File: config.mk
export PLATFORM = sky130hd
export DESIGN_NAME = keypad_passcode_lock_core
export DESIGN_NICKNAME = d
export VERILOG_FILES = /design/src/hw/rtl/kpl_pkg.sv /design/src/hw/rtl/kpl_engine.sv /design/src/hw/rtl/kpl_out_stage.sv /design/src/hw/rtl/keypad_passcode_lock_core.sv
export SDC_FILE = /design/constraint.sdc
export NUM_CORES = 1
export LEC_CHECK = 0
export BUFFER_PORTS_ARGS = -buffer_cell sky130_fd_sc_hd__clkbuf_2
export CAP_MARGIN = 15
export CORE_MARGIN = 5
export CORE_UTILIZATION = 50
export DETAILED_ROUTE_END_ITERATION = 10
export GPL_TIMING_DRIVEN = 0
export PLACE_DENSITY = 0.71
export SLEW_MARGIN = 15
export SYNTH_ARGS = -nofsm -noshare
export SYNTH_HDL_FRONTEND = slang
export SYNTH_SLANG_ARGS = --single-unit
File: constraint.sdc
create_clock -name clk -period 5.45 [get_ports clk]
set_input_delay 0.545 -clock clk [delete_from_list [all_inputs] [get_ports clk]]
set_output_delay 0.545 -clock clk [all_outputs]
set_load 0.01 [all_outputs]
File: src/hw/rtl/kpl_pkg.sv
`default_nettype none
// ----------------------------------------------------------------------------
// kpl_pkg
// Shared types and codes for the keypad passcode lock.
// ----------------------------------------------------------------------------
package kpl_pkg;

  localparam int KEY_W     = 4;
  localparam int DIGIT_W   = 4;
  localparam int SHOWN     = 8;
  localparam int PASS_W    = DIGIT_W * SHOWN;
  localparam int COUNT_W   = 4;
  localparam int FAIL_W    = 3;
  localparam int IN_DATA_W = 8;
  localparam int OUT_DATA_W = 48;
  localparam int CFG_IDX_W = 1;
  localparam int CFG_DATA_W = 32;

  localparam logic [DIGIT_W-1:0] BLANK          = 4'd15;
  localparam logic [KEY_W-1:0]   KEY_LAST_DIGIT = 4'd9;
  localparam logic [PASS_W-1:0]  PASSCODE_RST   = 32'h1111_1111;
  localparam logic [FAIL_W-1:0]  MAX_FAIL_RST   = 3'd3;

  typedef enum logic [KEY_W-1:0] {
    KEY_BACKSPACE = 4'd10,
    KEY_ENTER     = 4'd11
  } key_cmd_t;

  typedef enum logic [1:0] {
    OUT_NONE     = 2'd0,
    OUT_ACCEPTED = 2'd1,
    OUT_REJECTED = 2'd2,
    OUT_LOCKED   = 2'd3
  } outcome_t;

  typedef enum logic [CFG_IDX_W-1:0] {
    REG_PASSCODE     = 1'd0,
    REG_MAX_FAILURES = 1'd1
  } cfg_reg_t;

  typedef struct packed {
    logic [PASS_W-1:0] passcode;
    logic [FAIL_W-1:0] max_failures;
  } cfg_t;

  typedef struct packed {
    logic [FAIL_W-1:0]  failure_count;
    logic [PASS_W-1:0]  entry_digits;
    logic [COUNT_W-1:0] entry_count;
    outcome_t           outcome;
  } result_t;

endpackage
`default_nettype wire

File: src/hw/rtl/kpl_engine.sv
`default_nettype none
// ----------------------------------------------------------------------------
// kpl_engine
// Entry buffer, digit count and failure counter with the per-key update.
// ----------------------------------------------------------------------------
module kpl_engine import kpl_pkg::*; #(
  parameter int CODE_LENGTH = 8
) (
  input  wire logic             clk,
  input  wire logic             rst_n,
  input  wire logic             step_en,
  input  wire logic [KEY_W-1:0] key,
  input  wire cfg_t             cfg,
  output result_t               res
);

  localparam int CNT_W = $clog2(CODE_LENGTH + 1);
  localparam logic [CNT_W-1:0] CNT_FULL = CNT_W'(CODE_LENGTH);

  logic [DIGIT_W-1:0] buf_r   [CODE_LENGTH];
  logic [DIGIT_W-1:0] buf_nxt [CODE_LENGTH];
  logic [CNT_W-1:0]   cnt_r, cnt_nxt;
  logic [FAIL_W-1:0]  fail_r, fail_nxt;

  logic               is_digit, is_bksp, is_enter;
  logic               do_add, do_del, locked, match;
  logic [CNT_W-1:0]   cnt_dec;
  logic [DIGIT_W-1:0] expect_d;
  logic [CNT_W:0]     cnt_ext;
  outcome_t           outcome;

  assign is_digit = key <= KEY_LAST_DIGIT;
  assign is_bksp  = key == KEY_BACKSPACE;
  assign is_enter = key == KEY_ENTER;
  assign do_add   = is_digit && (cnt_r < CNT_FULL);
  assign do_del   = is_bksp && (cnt_r != '0);
  assign cnt_dec  = cnt_r - CNT_W'(1);
  assign locked   = fail_r >= cfg.max_failures;

  always_comb begin
    match = 1'b1;
    expect_d = BLANK;
    for (int i = 0; i < CODE_LENGTH; i++) begin
      expect_d = (i < SHOWN) ? cfg.passcode[(i % SHOWN)*DIGIT_W +: DIGIT_W] : BLANK;
      if (buf_r[i] != expect_d) begin
        match = 1'b0;
      end
    end
  end

  always_comb begin
    cnt_nxt  = cnt_r;
    fail_nxt = fail_r;
    outcome  = OUT_NONE;
    for (int i = 0; i < CODE_LENGTH; i++) begin
      buf_nxt[i] = buf_r[i];
      if (do_add && cnt_r == CNT_W'(i)) begin
        buf_nxt[i] = key;
      end
      if (do_del && cnt_dec == CNT_W'(i)) begin
        buf_nxt[i] = BLANK;
      end
    end
    if (do_add) begin
      cnt_nxt = cnt_r + CNT_W'(1);
    end else if (do_del) begin
      cnt_nxt = cnt_dec;
    end else if (is_enter) begin
      if (locked) begin
        outcome = OUT_LOCKED;
      end else begin
        cnt_nxt = '0;
        for (int i = 0; i < CODE_LENGTH; i++) begin
          buf_nxt[i] = BLANK;
        end
        if (match) begin
          fail_nxt = '0;
          outcome  = OUT_ACCEPTED;
        end else begin
          // below the limit here, so +1 never passes it
          fail_nxt = fail_r + FAIL_W'(1);
          outcome  = OUT_REJECTED;
        end
      end
    end
  end

  always_ff @(posedge clk) begin
    if (!rst_n) begin
      cnt_r  <= '0;
      fail_r <= '0;
      for (int i = 0; i < CODE_LENGTH; i++) begin
        buf_r[i] <= BLANK;
      end
    end else if (step_en) begin
      cnt_r  <= cnt_nxt;
      fail_r <= fail_nxt;
      for (int i = 0; i < CODE_LENGTH; i++) begin
        buf_r[i] <= buf_nxt[i];
      end
    end
  end

  assign cnt_ext = {1'b0, cnt_nxt};

  always_comb begin
    res.outcome       = outcome;
    res.failure_count = fail_nxt;
    res.entry_count   = (cnt_ext > (CNT_W+1)'(15)) ? COUNT_W'(15)
                                                   : COUNT_W'(cnt_ext);
    for (int i = 0; i < SHOWN; i++) begin
      res.entry_digits[i*DIGIT_W +: DIGIT_W] =
        (i < CODE_LENGTH) ? buf_nxt[i % CODE_LENGTH] : BLANK;
    end
  end

endmodule
`default_nettype wire

File: src/hw/rtl/kpl_out_stage.sv
`default_nettype none
// ----------------------------------------------------------------------------
// kpl_out_stage
// Result register with valid/ready toward the receiver.
// ----------------------------------------------------------------------------
module kpl_out_stage import kpl_pkg::*; (
  input  wire logic clk,
  input  wire logic rst_n,
  input  wire logic load,
  input  wire result_t res,
  output logic      can_load,
  output logic      out_tvalid,
  input  wire logic out_tready,
  output result_t   out_res
);

  logic    valid_r, valid_nxt;
  result_t res_r;

  assign can_load  = !valid_r || out_tready;
  assign valid_nxt = load || (valid_r && !out_tready);

  always_ff @(posedge clk) begin
    if (!rst_n) begin
      valid_r <= 1'b0;
    end else begin
      valid_r <= valid_nxt;
    end
  end

  always_ff @(posedge clk) begin
    if (load) begin
      res_r <= res;
    end
  end

  assign out_tvalid = valid_r;
  assign out_res    = res_r;

endmodule
`default_nettype wire

File: src/hw/rtl/keypad_passcode_lock_core.sv
`default_nettype none
// ----------------------------------------------------------------------------
// keypad_passcode_lock_core
// Keypad passcode lock: one decoded key event in, one status result out.
//
// Input stream in_*: in_tdata[3:0] = key_code (0-9 digit, 10 backspace,
// 11 enter). Each request yields exactly one result on out_*.
// Output stream out_*: outcome, entry_count, entry_digits, failure_count.
// Config channel cfg_*: index 0 passcode (32 bits), index 1 max_failures
// (data[2:0]); ready whenever out of reset, write only while the block is idle.
// A request passes through the input register, then the result register,
// before its result can be taken.
// Throughput: one request per cycle while the receiver keeps out_tready high.
// When the receiver stalls the result register holds and the input
// register takes one more request; after that in_tready drops.
// Reset (rst_n low, synchronous): buffer blank, counts zero, passcode
// 0x11111111, max_failures 3, both stages empty, in_tready and cfg_ready low.
// ----------------------------------------------------------------------------
module keypad_passcode_lock_core import kpl_pkg::*; #(
  parameter int CODE_LENGTH = 8
) (
  input  wire logic                  clk,
  input  wire logic                  rst_n,
  input  wire logic                  in_tvalid,
  output logic                       in_tready,
  input  wire logic [IN_DATA_W-1:0]  in_tdata,   // [3:0] key_code
  output logic                       out_tvalid,
  input  wire logic                  out_tready,
  output logic [OUT_DATA_W-1:0]      out_tdata,  // [1:0] outcome, [5:2] entry_count,
                                                 // [37:6] entry_digits,
                                                 // [40:38] failure_count
  input  wire logic                  cfg_valid,
  output logic                       cfg_ready,
  input  wire logic [CFG_IDX_W-1:0]  cfg_index,
  input  wire logic [CFG_DATA_W-1:0] cfg_data
);

  logic             in_valid_r;
  logic [KEY_W-1:0] in_key_r;
  logic             advance, can_load;
  cfg_t             cfg_r;
  result_t          step_res, out_res;

  assign cfg_ready = rst_n;

  always_ff @(posedge clk) begin
    if (!rst_n) begin
      cfg_r.passcode     <= PASSCODE_RST;
      cfg_r.max_failures <= MAX_FAIL_RST;
    end else if (cfg_valid && cfg_ready) begin
      case (cfg_index)
        REG_PASSCODE:     cfg_r.passcode     <= cfg_data[PASS_W-1:0];
        REG_MAX_FAILURES: cfg_r.max_failures <= cfg_data[FAIL_W-1:0];
        default: ;
      endcase
    end
  end

  assign advance   = in_valid_r && can_load;
  assign in_tready = rst_n && (!in_valid_r || can_load);

  always_ff @(posedge clk) begin
    if (!rst_n) begin
      in_valid_r <= 1'b0;
    end else if (in_tready) begin
      in_valid_r <= in_tvalid;
    end
  end

  always_ff @(posedge clk) begin
    if (in_tvalid && in_tready) begin
      in_key_r <= in_tdata[KEY_W-1:0];
    end
  end

  kpl_engine #(
    .CODE_LENGTH(CODE_LENGTH)
  ) u_engine (
    .clk     (clk),
    .rst_n   (rst_n),
    .step_en (advance),
    .key     (in_key_r),
    .cfg     (cfg_r),
    .res     (step_res)
  );

  kpl_out_stage u_out (
    .clk        (clk),
    .rst_n      (rst_n),
    .load       (advance),
    .res        (step_res),
    .can_load   (can_load),
    .out_tvalid (out_tvalid),
    .out_tready (out_tready),
    .out_res    (out_res)
  );

  assign out_tdata = {7'd0, out_res};

endmodule
`default_nettype wire

==> metrics.md <==
| Metric | Value |
|---|---|
| Status | `complete, no violations` |
| Initial Util | `0.5163` |
| WHS Endpoint | `in_key_r[2]` |
| Primary FF master, synth | `edfxtp_1` |
| CTS sink count | `121` |
| MaxCap Viol Count | `0` |
| Worst Hold Depth | `1` |
| CP max FO | `11` |
| Skew-Pair Late Insertion Delay | `0.42 ns` |
| Grt ovf | `0` |
| Routed Wire Length | `around 15,000 um` |
| DR iter-0 viols | `between 200 and 300` |
| CP max stage cell | `o21ai_1` |
| Design Area, Final | `6917 sq um` |
| PD cells | `between 300 and 400 nW/um^2` |
| Clock-pin transition on the worst setup and hold timing paths | `0.06 ns` |
| Crit-path cells | `inv_1 > ha_1 > nor3b_1 > nor2_1 > and3_1 > o21ai_1 > nand2_1` |
| Post-CTS setup buffer count | `0` |
| Fin. max-slew vios | `0` |
| Antenna Nets Post-Route | `0` |
| Design Power | `approximately 2.3 mW` |
| Worst slew margin | `0.4417` |
| WP data required | `~5.6 ns` |
| Worst path depth | `7` |
| Number of flops mapped to enable cells by yosys | `77` |
| Area contributors post-synth | `edfxtp_1 41%, dfxtp_1 16%, nand2_1 6.3%, nand3_1 6.0%, xor2_1 4.9%` |
| Fillers | `about 890` |
| Netlist Area Pre-Place | `5670 sq um` |
| Sequential share of the synthesized area | `0.5631` |
| Global-route wire length before repair | `22,670 um` |
| Final Critical Period | `2.618 ns` |
| #FFs+latches synth | `roughly 120` |
| Setup slack, reg-to-reg | `2.83 ns` |
| Setup violations, final | `0` |
| 1st-pass router iterations | `6` |
| CTS Buffer Depth | `2` |
| Vias in the first global route | `~4,400` |
| Worst slew pin tran | `0.8345 ns` |
| Max IR drop VDD | `between 0.00015 and 0.0002 V` |
| Area delta synth->final | `21.98%` |
| GP Congestion | `0.8708` |
| Hold crit path type | `in -> reg` |
| DRC | `0` |
| Die width | `about 120 um` |
| Place WS | `2.815 ns` |
| Multi-input logic area | `2263 sq um` |
| Global Route Usage Sum | `0.2237` |
| CTS resizes | `0` |
| Crit Path Class | `reg -> reg` |
| Leak | `2.739 nW` |
| # hold bufs at CTS | `0` |
| Buffers & Inverters on Critical Path | `1` |
| Clk_skew | `0.009171 ns` |
| Hold Path Origin | `in_tdata[2]` |
| Row cnt | `38` |
| Die Span Y | `around 120 um` |
| CP max stage delay | `0.53 ns` |
| CTS Buf Count | `17` |
| Worst reg2reg path startpoint | `u_engine.cnt_r[0]` |
| Initial antenna violation count | `0` |
| Max Fclk | `382.0 MHz` |
| Post-DR vias/cell | `5.499` |
| RSZ-0062 raised after global routing | `false` |
| IO buf count | `between 80 and 90` |
| Depth of the CTS H-tree | `4` |
| Fin cells | `800` |
| Cell count after placement | `768` |
| Root buf cell | `clkbuf_16` |
| Yosys Warn Count | `0` |
| Number of cells produced by synthesis | `536` |
| Top post-synthesis cells by count | `95 x nand2_1, 77 x edfxtp_1, 68 x nand3_1` |
| Largest net degree at the start of global routing | `33` |
| Setup WS post-layout | `2.832 ns` |
| Share of the synthesized area in the top cell type | `0.4078` |
| Setup total negative slack | `0 ns` |
| Synth area leader | `edfxtp_1` |
| Io pins | `97` |
| Layout cell share with drive strength beyond 1 | `0.2273` |
| Avg Cell Area, Syn | `around 11 sq um` |
| Layout Nets | `703` |
| CTS tree | `yes` |
| Critical path startpoint category | `register` |
| DR vias | `4,399` |
| Worst Path Arrival | `2.75 ns` |
| Diode count | `0` |
| Routed WL per cell | `18.23 um` |
| Kind of cell adding the most delay to the critical path | `simple AND/OR/NAND/NOR gates` |
| Register Area | `between 3000 and 4000 sq um` |
| Post-synth ARST share | `0` |
| Reg2reg path depth | `7` |
| Period utilization | `0.4803` |
| Placeable Area | `10,980 sq um` |
| Most frequent cell after synthesis | `nand2_1` |
| Crit. End Element | `register` |
| Yosys cell types | `54` |
| Die area | `~14,000 sq um` |
| R2r endpoint | `u_out.out_res[26]` |
| Post-DP HPWL | `10,480 um` |
| Hold Vio Cnt, Final | `0` |
| Total placed instance area | `6324 sq um` |
[cells in the final DEF, fill, tap and decap left out, types with 5 or more instances in the layout]
| cell | synthesis | routed |
|---|---|---|
| a31oi_1 | 9 | 9 |
| nor2_1 | 25 | 25 |
| clkbuf_1 | 12 | 14 |
| clkbuf_16 | 0 | 19 |
| xor2_1 | 32 | 32 |
| and3_1 | 10 | 10 |
| mux2i_1 | 26 | 26 |
| buf_2 | 5 | 5 |
| conb_1 | 1 | 7 |
| inv_1 | 18 | 17 |
| dfxtp_1 | 44 | 44 |
| buf_4 | 10 | 10 |
| nand2_1 | 95 | 94 |
| edfxtp_1 | 77 | 77 |
| ha_1 | 10 | 10 |
| nand2b_1 | 5 | 5 |
| a21oi_1 | 17 | 17 |
| clkbuf_2 | 0 | 85 |
| o21ai_0 | 6 | 6 |
| nor4_1 | 9 | 9 |
| o21ai_1 | 9 | 9 |
| nand3_1 | 68 | 68 |
[layout make-up]
type,instances,area share
well taps,140,0.02533
flip-flops and latches,121,0.4616
repair buffers,86,0.06548
inverters,19,0.01031
multi-input cells,371,0.3272
clock buffers,23,0.07381
clock inverters,9,0.01194
plain buffers,31,0.02424
[power breakdown]
part           switching [mW]  internal, mW
Sequential             0.0165          1.00
Clock                   0.405         0.706
Combinational           0.101        0.0563
Total                   0.522          1.76
[registers in the layout (all words and copies together) (netlist names)]
| name | cells |
|---|---|
| in_valid_r | 1 |
| u_out.out_tvalid | 1 |
| u_engine.cnt_r | 4 |
| u_out.out_res | 41 |
| u_engine.fail_r | 3 |
| in_key_r | 4 |
| cfg_r | 35 |
| u_engine.buf_r | 32 |
[metal layers]
metal,routed length [um],global-route usage,vias to the layer above,part of all wire
met5,0,0,-,0
met4,300,0.09203,0,0.021
met3,930,0.04560,26,0.064
met2,6973,0.3574,174,0.48
met1,6379,0.2986,2075,0.44
li1,-,-,2124,-
[cell families (layout without fill, tap and decap cells)]
logic type | count (synthesis) | in the layout | share of synthesized area
AO/OA/AOI/OAI | 64 | 64 | 0.07525
XOR/XNOR | 32 | 32 | 0.04943
adder cells (fa/ha/maj) | 10 | 10 | 0.02207
buffers and inverters | 50 | 168 | 0.04214
flip-flops | 121 | 121 | 0.5631
multiplexers | 26 | 26 | 0.04590
other | 1 | 7 | 0.0006613
AND/OR/NAND/NOR | 232 | 232 | 0.2015
[through the flow]
stage	util	hold WS [ns]
6_report	0.6298	0.3022
4_1_cts	0.6298	0.2929
5_1_grt	0.6298	0.2977
3_3_place_gp	0.5730	0.4477
2_1_floorplan	-	0.4363
3_5_place_dp	0.5758	0.4585
[worst max path at each step]
stage,slack [ns],startpoint,endpoint
2_1_floorplan,3.03,out_tready,u_engine.cnt_r[2]
3_3_place_gp,2.42,out_tready,u_engine.cnt_r[2]
3_5_place_dp,2.82,out_tready,u_engine.buf_r[0][4]
4_1_cts,2.86,u_engine.cnt_r[0],u_engine.buf_r[1][4]
5_1_grt,2.61,u_engine.cnt_r[0],u_out.out_res[26]
6_report,2.83,u_engine.cnt_r[0],u_out.out_res[26]
Note: power is estimated with default switching activity, not from simulation.
